===== config.mk =====
export PLATFORM = sky130hd
export DESIGN_NAME = crc32_word_msb_first_unit_flat
export DESIGN_NICKNAME = d
export VERILOG_FILES = /design/src/crc32w_pkg.sv /design/src/crc32w_if.sv /design/src/crc32w_fold.sv /design/src/crc32_word_msb_first_unit.sv /design/src/flat_wrapper.sv
export SDC_FILE = /design/constraint.sdc
export NUM_CORES = 1
export LEC_CHECK = 0
export ABC_AREA = 1
export ABC_CLOCK_PERIOD_IN_PS = 2400
export BUFFER_PORTS_ARGS = -buffer_cell sky130_fd_sc_hd__buf_2
export CAP_MARGIN = 20
export CORE_UTILIZATION = 58
export DETAILED_ROUTE_END_ITERATION = 7
export PLACE_DENSITY = 0.78
export SETUP_SLACK_MARGIN = 0.3
export SYNTH_ARGS = -nofsm -noshare
export SYNTH_HDL_FRONTEND = slang
export SYNTH_SLANG_ARGS = --single-unit

===== constraint.sdc =====
create_clock -name i_clk -period 2.4 [get_ports i_clk]
set_input_delay 0.12 -clock i_clk [delete_from_list [all_inputs] [get_ports i_clk]]
set_output_delay 0.12 -clock i_clk [all_outputs]
set_load 0.02 [all_outputs]

===== src/crc32w_pkg.sv =====
// ----------------------------------------------------------------------------
// crc32w_pkg
// Shared types and constants for the word-wise MSB-first CRC-32 unit.
// ----------------------------------------------------------------------------
package crc32w_pkg;

    localparam int unsigned WORD_BITS = 32;
    localparam int unsigned BYTE_BITS = 8;
    localparam int unsigned WORD_BYTES = WORD_BITS / BYTE_BITS;

    typedef logic [WORD_BITS-1:0] t_word;
    typedef logic [BYTE_BITS-1:0] t_byte;
    typedef t_word [WORD_BITS-1:0] t_cols;

    localparam t_word CRC_POLY   = 32'h04C1_1DB7;
    localparam t_word CRC_INIT   = 32'hFFFF_FFFF;
    localparam t_word CRC_TOPBIT = 32'h8000_0000;
    localparam t_byte MASK_BYTE  = 8'hCD;

    // Remainder after shifting a single set bit through 32 zero data bits.
    function automatic t_word crc_col(input int unsigned bit_idx);
        t_word x;
        x = t_word'(1) << bit_idx;
        for (int unsigned k = 0; k < WORD_BITS; k++) begin
            if ((x & CRC_TOPBIT) != '0) begin
                x = (x << 1) ^ CRC_POLY;
            end else begin
                x = x << 1;
            end
        end
        return x;
    endfunction

    function automatic t_cols crc_cols();
        t_cols c;
        for (int unsigned i = 0; i < WORD_BITS; i++) begin
            c[i] = crc_col(i);
        end
        return c;
    endfunction

    // Column i is the update image of bit i; the fold is linear in crc ^ word.
    localparam t_cols CRC_COLS = crc_cols();

endpackage


===== src/crc32w_if.sv =====
// ----------------------------------------------------------------------------
// crc32w_in_if / crc32w_out_if
// Valid/ready channels for data words and final CRC values.
// ----------------------------------------------------------------------------
interface crc32w_in_if;
    import crc32w_pkg::*;

    logic  valid;
    logic  ready;
    t_word data_word;
    logic  last_word;

    modport source (output valid, output data_word, output last_word, input ready);
    modport sink   (input valid, input data_word, input last_word, output ready);
endinterface

interface crc32w_out_if;
    import crc32w_pkg::*;

    logic  valid;
    logic  ready;
    t_word crc_value;

    modport source (output valid, output crc_value, input ready);
    modport sink   (input valid, input crc_value, output ready);
endinterface


===== src/crc32w_fold.sv =====
// ----------------------------------------------------------------------------
// crc32w_fold
// One-word CRC-32 update: optional 0xCD byte clearing, then a 32x32 XOR
// matrix applied to crc ^ word.
// ----------------------------------------------------------------------------
module crc32w_fold (
    input  crc32w_pkg::t_word i_crc,
    input  crc32w_pkg::t_word i_word,
    input  logic              i_last,
    output crc32w_pkg::t_word o_crc
);
    import crc32w_pkg::*;

    t_word w_masked;
    t_word w_mix;
    t_word w_acc;

    always_comb begin
        for (int unsigned b = 0; b < WORD_BYTES; b++) begin
            if (i_last && (i_word[b*BYTE_BITS +: BYTE_BITS] == MASK_BYTE)) begin
                w_masked[b*BYTE_BITS +: BYTE_BITS] = '0;
            end else begin
                w_masked[b*BYTE_BITS +: BYTE_BITS] = i_word[b*BYTE_BITS +: BYTE_BITS];
            end
        end
    end

    assign w_mix = i_crc ^ w_masked;

    always_comb begin
        w_acc = '0;
        for (int unsigned i = 0; i < WORD_BITS; i++) begin
            if (w_mix[i]) begin
                w_acc = w_acc ^ CRC_COLS[i];
            end
        end
    end

    assign o_crc = w_acc;

endmodule


===== src/crc32_word_msb_first_unit.sv =====
// ----------------------------------------------------------------------------
// crc32_word_msb_first_unit
// Running CRC-32 (poly 0x04C11DB7, MSB first, init all ones, no final XOR)
// over 32-bit big-endian words; the final CRC is emitted on the last word.
//
//   channel  dir  payload               transfer
//   i_data   in   data_word, last_word  one word per transfer
//   o_crc    out  crc_value             one per message, after its last word
//
// One word per cycle sustained, unless an output stall holds a last word;
// the accumulator register closes the loop; the final CRC is registered.
// Reset loads all ones into the accumulator and empties both stages.
// An output stall holds a last word in the input stage; other words keep
// folding until a second last word would need the output register.
// ----------------------------------------------------------------------------
module crc32_word_msb_first_unit (
    input  logic         i_clk,
    input  logic         i_rst_n,
    crc32w_in_if.sink    i_data,
    crc32w_out_if.source o_crc
);
    import crc32w_pkg::*;

    logic  r_s1_valid;
    t_word r_s1_word;
    logic  r_s1_last;
    t_word r_crc;
    logic  r_out_valid;
    t_word r_out_crc;

    t_word w_fold;
    logic  w_out_free;
    logic  w_adv;

    crc32w_fold u_fold (
        .i_crc  (r_crc),
        .i_word (r_s1_word),
        .i_last (r_s1_last),
        .o_crc  (w_fold)
    );

    assign w_out_free   = !r_out_valid || o_crc.ready;
    assign w_adv        = r_s1_valid && (!r_s1_last || w_out_free);
    assign i_data.ready = !r_s1_valid || w_adv;

    always_ff @(posedge i_clk) begin
        if (!i_rst_n) begin
            r_s1_valid <= 1'b0;
        end else if (i_data.ready) begin
            r_s1_valid <= i_data.valid;
        end
    end

    always_ff @(posedge i_clk) begin
        if (i_data.ready && i_data.valid) begin
            r_s1_word <= i_data.data_word;
            r_s1_last <= i_data.last_word;
        end
    end

    always_ff @(posedge i_clk) begin
        if (!i_rst_n) begin
            r_crc <= CRC_INIT;
        end else if (w_adv) begin
            r_crc <= r_s1_last ? CRC_INIT : w_fold;
        end
    end

    always_ff @(posedge i_clk) begin
        if (!i_rst_n) begin
            r_out_valid <= 1'b0;
        end else if (w_adv && r_s1_last) begin
            r_out_valid <= 1'b1;
        end else if (o_crc.ready) begin
            r_out_valid <= 1'b0;
        end
    end

    always_ff @(posedge i_clk) begin
        if (w_adv && r_s1_last) begin
            r_out_crc <= w_fold;
        end
    end

    assign o_crc.valid     = r_out_valid;
    assign o_crc.crc_value = r_out_crc;

    a_reload: assert property (@(posedge i_clk) disable iff (!i_rst_n)
        (w_adv && r_s1_last) |=> (r_crc == CRC_INIT))
        else $error("accumulator not reloaded after last word");

    a_result: assert property (@(posedge i_clk) disable iff (!i_rst_n)
        (w_adv && r_s1_last) |=> (r_out_valid && (r_out_crc == $past(w_fold))))
        else $error("final CRC not captured");

    a_hold_acc: assert property (@(posedge i_clk) disable iff (!i_rst_n)
        !w_adv |=> (r_crc == $past(r_crc)))
        else $error("accumulator changed without a folded word");

    a_no_overrun: assert property (@(posedge i_clk) disable iff (!i_rst_n)
        (r_s1_valid && r_s1_last && r_out_valid && !o_crc.ready) |-> !w_adv)
        else $error("last word folded while result register is full");

endmodule

===== src/flat_wrapper.sv =====
// flat-port wrapper written by rule: the top's interface ports become plain ports
module crc32_word_msb_first_unit_flat import crc32w_pkg::*;
  (i_clk, i_rst_n, i_data_valid, i_data_data_word, i_data_last_word, i_data_ready, o_crc_valid, o_crc_crc_value, o_crc_ready);
  crc32w_in_if i_data_i ();
  crc32w_out_if o_crc_i ();
  input  logic i_clk;
  input  logic i_rst_n;
  input wire logic [$bits(i_data_i.valid)-1:0] i_data_valid;
  input wire logic [$bits(i_data_i.data_word)-1:0] i_data_data_word;
  input wire logic [$bits(i_data_i.last_word)-1:0] i_data_last_word;
  output wire logic [$bits(i_data_i.ready)-1:0] i_data_ready;
  output wire logic [$bits(o_crc_i.valid)-1:0] o_crc_valid;
  output wire logic [$bits(o_crc_i.crc_value)-1:0] o_crc_crc_value;
  input wire logic [$bits(o_crc_i.ready)-1:0] o_crc_ready;
  assign i_data_i.valid = i_data_valid;
  assign i_data_i.data_word = i_data_data_word;
  assign i_data_i.last_word = i_data_last_word;
  assign i_data_ready = i_data_i.ready;
  assign o_crc_valid = o_crc_i.valid;
  assign o_crc_crc_value = o_crc_i.crc_value;
  assign o_crc_i.ready = o_crc_ready;
  crc32_word_msb_first_unit u_core (.i_clk(i_clk), .i_rst_n(i_rst_n), .i_data(i_data_i), .o_crc(o_crc_i));
endmodule

==> results of run 1 <==
synthesized netlist by cell type (6+ instances only):
cell type and count:
xor2_2 9, edfxtp_1 65, nand2_1 568, xor2_1 71, or2_1 9, xnor2_1 39, nand3_1 171, xnor2_2 15
nand2_4 9, nand3_2 7, and2_1 13, inv_1 132, clkbuf_1 6, dfxtp_1 34, nand3b_1 7, nand4_1 9
a21oi_1 32, nor2_1 19, nand2_2 31
kinds of logic after synthesis:
family,share of synthesized area
XOR/XNOR,0.1692
flip-flops,0.3042
buffers and inverters,0.07013
AND/OR/NAND/NOR,0.4299
AO/OA/AOI/OAI,0.02660
per-stage QoR:
step                      setup WS, ps  setup TNS, ps  area, um^2  instances  hold slack (ps)
after CTS                        34.55              0       12150       1734            4.021
after global placement          -294.6          -6466       10340       1648            295.9
after floorplan                  259.3              0        8788       1279            218.9
after detailed placement        -293.1          -6867       10340       1648            298.6
per-layer routing:
layer / overflow / GRT usage
met4: 5 / 0.6265
met5: 0 / 0.1875
met2: 3 / 0.8681
met1: 0 / 0.7099
met3: 0 / 0.5453
what timing repair did:
action | in CTS
hold endpoints to repair | 33
setup endpoints to repair | 64
pin swaps | 63
hold buffers | 33
buffers inserted | 32
cloned | 5
resized for setup | 176
==> summary.txt, run 1 <==
Stage reached: global routing (5_1_grt)
Die Ht: 124.1 um
Post-synth top area share: 0.2464
CTS Buf Count: 9
GR repair worst EP: u_core.o_crc.crc_value[0]$_DFFE_PP_/D
Post-synth EDFFs: 65
Seq/Total Area, Yosys: 0.3042
Die W: 124.1 um
CTS H-Tree Depth: 3
Cell area after synthesis: 0.008653 mm^2
IO Port Bufs: 70
Syn Nets: 1,316
Root buf cell: clkbuf_16
Grt total ovfl: 8
Rows: 44
Yosys reg bits: 99
Placer Congestion: 1.002
Avg Cell Area, Syn: 6.766 um^2
Err: [ERROR GRT-0232] Routing congestion too high. Check the congestion heatmap in the GUI.
Yosys top cell by area: nand2_1
Post-synth cell types: 33
Initial core utilization: 0.5954
GRT Resource Usage Total: 0.6938
Clock Path Buffers: 2
Synth Flop Type: edfxtp_1
Largest net degree at the start of global routing: 34
Synth top area cells: nand2_1 25%, edfxtp_1 23%, nand3_1 9.9%, dfxtp_1 7.9%, xor2_1 7.2%
Num Clock Sinks: 99
Yosys warning total: 0
Status: aborted with a tool error
Synth Instances: 1,279
IO Pins: 71
Worst endpoint type: register input
HPWL Detailed: 23.09 mm
Share of synthesized registers carrying an async set or reset: 0
==> inputs of run 2 (changes only) <==
--- a/config.mk
+++ b/config.mk
@@ -9,10 +9,9 @@
 export ABC_CLOCK_PERIOD_IN_PS = 2400
 export BUFFER_PORTS_ARGS = -buffer_cell sky130_fd_sc_hd__buf_2
 export CAP_MARGIN = 20
-export CORE_UTILIZATION = 58
+export CORE_UTILIZATION = 40
 export DETAILED_ROUTE_END_ITERATION = 7
-export PLACE_DENSITY = 0.78
-export SETUP_SLACK_MARGIN = 0.3
+export PLACE_DENSITY_LB_ADDON = 0.15
 export SYNTH_ARGS = -nofsm -noshare
 export SYNTH_HDL_FRONTEND = slang
 export SYNTH_SLANG_ARGS = --single-unit
==> run 2 against run 1 <==
The flow now finishes, with violations (setup timing); synthesized cell count stayed put; area after synthesis stayed put.
==> summary.txt, run 2 <==
Status: finished, violations left
Failing checks: setup timing
First-pass GRT wire length: 47.04 mm
Peak supply drop: 0.3997 mV
IO Pins: 71
Pleak: 6.539 nW
Die Ht: 149.1 um
Crit end category: flop
Max incr delay on CP: 410 ps
Synth Flop Type: edfxtp_1
Yosys top cell by area: nand2_1
Rows: 53
Die area: 0.02222 mm^2
Yosys warning total: 0
Initial core utilization: 0.4103
CTS tree: built
RSZ-0062 raised after global routing: yes
Design area: 0.01298 mm^2
Cell area after synthesis: 0.008653 mm^2
Peak Freq: 0.4125 GHz
Final min period: 2424 ps
Final period utilization: 1.010
Root buf cell: clkbuf_16
Post-synth EDFFs: 65
Share of synthesized registers carrying an async set or reset: 0
Hold Vio Cnt, Final: 0
Worst endpoint required time: 2520 ps
CTS H-Tree Depth: 3
Avg Cell Area, Syn: 6.766 um^2
Share of cells above drive strength 1: 0.3588
1st-pass router iterations: 5
Drt initial violations: 710
Most frequent cells in the layout: 455 x nand2_1, 163 x buf_4, 142 x nand3_1, 129 x inv_1, 107 x nand2_2
Post-synth top area share: 0.2464
Largest net degree at the start of global routing: 34
Post-synth cell types: 33
Area occupied by multi-input gates: 0.006731 mm^2
Area Overhead vs Synth: 49.96%
Setup CP Type: reg -> reg
DR DRC count: 0
IO Port Bufs: 70
Slew Viols, Final: 0
GRT Resource Usage Total: 0.2905
Dpl cell area: 0.01070 mm^2
Core area: 0.02109 mm^2
HPWL Detailed: 24.49 mm
Num Clock Sinks: 99
PD cells: 847.4 mW/mm^2
Grt total ovfl: 0
Antenna cells: 0
Initial antenna violation count: 0
Setup violations, final: 6
Fill count: 1,945
CP Buf/Inv Count: 3
Critical Path AT: 2550 ps
Critical path's slowest cell: edfxtp_1
R2R setup slack: -20 ps
Via count: 9,328
Antenna Nets Post-Route: 0
Most instantiated cells after synthesis: 568 x nand2_1, 171 x nand3_1, 132 x inv_1
Min setup slack post-route: -24.22 ps
Cell with the most instances after synthesis: nand2_1
Syn Nets: 1,316
Setup Slack @ Placement: -245.2 ps
Clk Latency, worst-skew pair: 370 ps
Max-Cap Viols: 0
Die W: 149.1 um
Clk_skew: 10.45 ps
Reg area: 0.002633 mm^2
Most common cell after layout, fill and taps aside: nand2_1
Setup tns final: -89.11 ps
Via density: 5.012
Final Non-Filler Cells: 1,861
Placer Congestion: 1.036
Synth Instances: 1,279
Clock Path Buffers: 2
Yosys reg bits: 99
Top cell family by delay on the critical path: simple AND/OR/NAND/NOR gates
Max_slew headroom: 0.6435
Worst setup SP type: flop
CTS Buf Count: 9
Min Hold Slack: 40.91 ps
Most frequent cell on the critical path: nand2_4
Nets: 1,618
Hold Path Class: in -> reg
Ordered list of cells on the worst path: inv_4, buf_6, nor2_4, nand3_4, buf_6, nand2_4, nand2_2, nand2_4, nand2_4, nand2_4, xor2_4, xor2_2, nand3_1, and2_1
Reg clk slew, reported paths: 80 ps
Max FO, Critical Path: 7
Seq/Total Area, Yosys: 0.3042
Synth top area cells: nand2_1 25%, edfxtp_1 23%, nand3_1 9.9%, dfxtp_1 7.9%, xor2_1 7.2%
Routed WL: 32.42 mm
Cells after DPL: 1,787
Vias in the first global route: 8,383
Avg WL per Cell: 17.42 um
Slew @ Worst Pin: 534.7 ps
==> run 2: cell counts after synthesis <==
Identical to the previous run, type by type.
==> run 2: what timing repair did <==
| action | 4_1_cts | 5_1_grt |
|---|---|---|
| endpoints found under the setup margin | 61 | 63 |
| endpoints found under the hold margin | 34 | 0 |
| buffers inserted | 6 | 18 |
| cloned | 1 | 0 |
| hold buffers | 34 | 0 |
| pin swaps | 18 | 76 |
| resized for setup | 60 | 243 |
==> run 2: where the power goes <==
group / total [mW] / switching [mW] / internal (mW)
clock: 1.56 / 0.745 / 0.820
sequential: 2.27 / 0.121 / 2.15
combinational: 7.16 / 4.21 / 2.95
total: 11.0 / 5.08 / 5.92
==> run 2: area by class of cell <==
cell class / instances / share of cell area
sequential: 99 / 0.2029
multi-input combinational: 1031 / 0.5188
tap: 275 / 0.02652
inverter: 135 / 0.03944
timing repair buffer: 305 / 0.1893
clock inverter: 7 / 0.005785
clock buffer: 9 / 0.01736
==> run 2: kinds of logic after synthesis <==
family / Yosys count / share of synthesized area
simple gates: 849 / 0.4299
compound gates: 43 / 0.02660
buf+inv: 150 / 0.07013
xor+xnor: 138 / 0.1692
flops: 99 / 0.3042
==> run 2: worst paths after layout <==
path | cells past startpoint | endpoint | startpoint
setup / recovery | 14 | u_core.o_crc.crc_value[25] | u_core.r_s1_last
hold / removal | 3 | u_core.r_s1_valid | i_data_valid
setup reg to reg | 14 | u_core.o_crc.crc_value[25] | u_core.r_s1_last
hold reg to reg | 2 | u_core.r_crc[5] | u_core.r_crc[5]
==> run 2: metrics by stage <==
| step | utilization | total power, mW |
|---|---|---|
| floorplan | - | 6.161 |
| global placement | 0.5072 | 8.234 |
| detailed placement | 0.5072 | 8.290 |
| CTS | 0.5559 | 10.13 |
| global route | 0.6153 | 11.74 |
| finish | 0.6153 | 11.00 |
==> run 2: per-layer routing <==
layer | routed length [um] | vias up | track usage
li1 | - | 4625 | -
met1 | 13970 | 4331 | 0.3824
met2 | 15220 | 295 | 0.4788
met3 | 1921 | 77 | 0.04404
met4 | 1304 | 0 | 0.1092
met5 | 0 | - | 0
==> run 2: worst reg2reg max path, stage by stage, from the launching register on <==
cell and delay [ps]:
edfxtp_1 410, inv_4 80, buf_6 130, nor2_4 120, nand3_4 120, buf_6 170, nand2_4 70, nand2_2 70
nand2_4 110, nand2_4 70, nand2_4 110, xor2_4 250, xor2_2 200, nand3_1 110, and2_1 150
Note: power is estimated with default switching activity, not from simulation.
==> inputs of run 3 (changes only) <==
--- a/config.mk
+++ b/config.mk
@@ -11,6 +11,7 @@
 export CAP_MARGIN = 20
 export CORE_UTILIZATION = 40
 export DETAILED_ROUTE_END_ITERATION = 7
+export HOLD_SLACK_MARGIN = 0.06
 export PLACE_DENSITY_LB_ADDON = 0.15
 export SYNTH_ARGS = -nofsm -noshare
 export SYNTH_HDL_FRONTEND = slang
==> run 3 against run 2 <==
The flow still finishes with violations (setup timing); combinational power hardly changed; critical path type unchanged; worst setup slack worse by 3.0 ps; largest cell class unchanged; die area did not move; non-clock buffer count grew 1; count of clock-buffer cells in the layout is the same; routed wire length is 0.30% lower; final area barely moved; global-route usage about the same.
==> summary.txt, run 3 (synthesis gave the netlist of run 2 again) <==
Largest net degree at the start of global routing: 34
Core area: 0.02109 mm^2
Peak Freq: 0.4120 GHz
Fill count: 1,944
Vias in the first global route: 8,391
Hold Path Class: in -> reg
Share of cells above drive strength 1: 0.3585
Max FO, Critical Path: 7
Worst Hold Path EP: u_core.o_crc.valid
First-pass GRT wire length: 47.06 mm
Clock Path Buffers: 2
Max-Cap Viols: 0
Die W: 149.1 um
Grt total ovfl: 0
Reg clk slew, reported paths: 80 ps
Setup CP Type: reg -> reg
Most frequent cells in the layout: 455 x nand2_1, 163 x buf_4, 142 x nand3_1, 129 x inv_1, 107 x nand2_2
Worst setup SP type: flop
CTS H-Tree Depth: 3
Antenna Nets Post-Route: 0
IO Pins: 71
RSZ-0062 raised after global routing: yes
R2R setup slack: -30 ps
Cells after DPL: 1,787
Worst reg2reg path depth: 14
CTS tree: built
GRT Resource Usage Total: 0.2906
Worst setup path startpoint: u_core.r_s1_last
Slew @ Worst Pin: 521.0 ps
1st-pass router iterations: 5
Failing checks: setup timing
Drt initial violations: 723
Initial core utilization: 0.4103
Hold_sp: o_crc_ready
RR Startpoint: u_core.r_s1_last
Routed WL: 32.32 mm
Setup tns final: -115.4 ps
Peak supply drop: 0.4001 mV
Slew Viols, Final: 0
Clk_skew: 9.934 ps
Antenna cells: 0
Avg WL per Cell: 17.36 um
PD cells: 847.1 mW/mm^2
Via density: 5.006
Worst r2r dst: u_core.o_crc.crc_value[25]
CTS Buf Count: 9
Final Non-Filler Cells: 1,862
Max_slew headroom: 0.6526
IO Port Bufs: 70
Hold Path Depth: 4
Via count: 9,321
Min setup slack post-route: -27.26 ps
Final min period: 2427 ps
Pleak: 6.543 nW
Area Overhead vs Synth: 50.07%
Status: finished, violations left
Placer Congestion: 1.036
Initial antenna violation count: 0
HPWL Detailed: 24.49 mm
Hold Vio Cnt, Final: 0
Num Clock Sinks: 99
Final period utilization: 1.011
Crit end category: flop
Rows: 53
Critical Path AT: 2550 ps
Die Ht: 149.1 um
Setup violations, final: 7
Root buf cell: clkbuf_16
Clk Latency, worst-skew pair: 370 ps
Most common cell after layout, fill and taps aside: nand2_1
Nets: 1,619
Die area: 0.02222 mm^2
DR DRC count: 0
Worst endpoint required time: 2520 ps
run 3: cell count changes in the layout (fill, tap and decap cells not counted), sizes merged:
cell	before	now
dlygate4sd3	34	35
run 3: routing by layer:
layer / wire (um) / vias to the layer above / GRT usage
li1: - / 4628 / -
met3: 1876 / 83 / 0.04404
met2: 15080 / 298 / 0.4793
met5: 0 / - / 0
met4: 1346 / 0 / 0.1092
met1: 14020 / 4312 / 0.3824
run 3: layout make-up:
type	count	area, um^2	area share
Clock buffer	9	225.2	0.01734
Sequential cell	99	2633	0.2027
Inverter	135	511.7	0.03941
Timing Repair Buffer	306	2466	0.1899
Multi-Input combinational cell	1031	6731	0.5184
Clock inverter	7	75.07	0.005781
Tap cell	275	344.1	0.02650
run 3: worst max-delay path by stage:
stage | end | slack [ps] | depth (start not counted)
2_1_floorplan | u_core.o_crc.crc_value[29] | 220 | 14
3_3_place_gp | u_core.o_crc.crc_value[25] | -200 | 13
3_5_place_dp | u_core.o_crc.crc_value[25] | -250 | 13
4_1_cts | u_core.o_crc.crc_value[23] | -20 | 16
5_1_grt | u_core.o_crc.crc_value[27] | -160 | 17
6_report | u_core.o_crc.crc_value[25] | -30 | 14
run 3: critical path, stage by stage (launching register included):
cell and delay, ps:
edfxtp_1 410, inv_4 80, buf_6 130, nor2_4 120
nand3_4 120, buf_6 170, nand2_4 70, nand2_2 70
nand2_4 110, nand2_4 60, nand2_4 110, xor2_4 240
xor2_2 200, nand3_1 110, and2_1 160
run 3: metrics by stage:
stage | util | setup WS [ps] | instance area (um^2) | total power [mW] | hold WS, ps
final | 0.6158 | -27.26 | 12990 | 11.00 | 105.0
after global placement | 0.5072 | -197.4 | 10700 | 8.234 | 295.8
after detailed placement | 0.5072 | -245.2 | 10700 | 8.290 | 298.1
after global routing | 0.6158 | -163.2 | 12990 | 11.75 | 151.6
after CTS | 0.5564 | -23.99 | 11730 | 10.14 | 95.00
after floorplan | - | 219.8 | 8653 | 6.161 | 218.9
run 3: repair_timing:
| action | in CTS | in global routing |
|---|---|---|
| endpoints found under the hold margin | 35 | 0 |
| setup buffers | 6 | 18 |
| gates resized for setup | 60 | 243 |
| hold buffers | 35 | 0 |
| pin swaps | 18 | 76 |
| cloned | 1 | 0 |
| endpoints found under the setup margin | 61 | 63 |
run 3: report_power, final:
group | switching, mW | internal (mW)
clock | 0.744 | 0.820
sequential | 0.121 | 2.15
combinational | 4.22 | 2.95
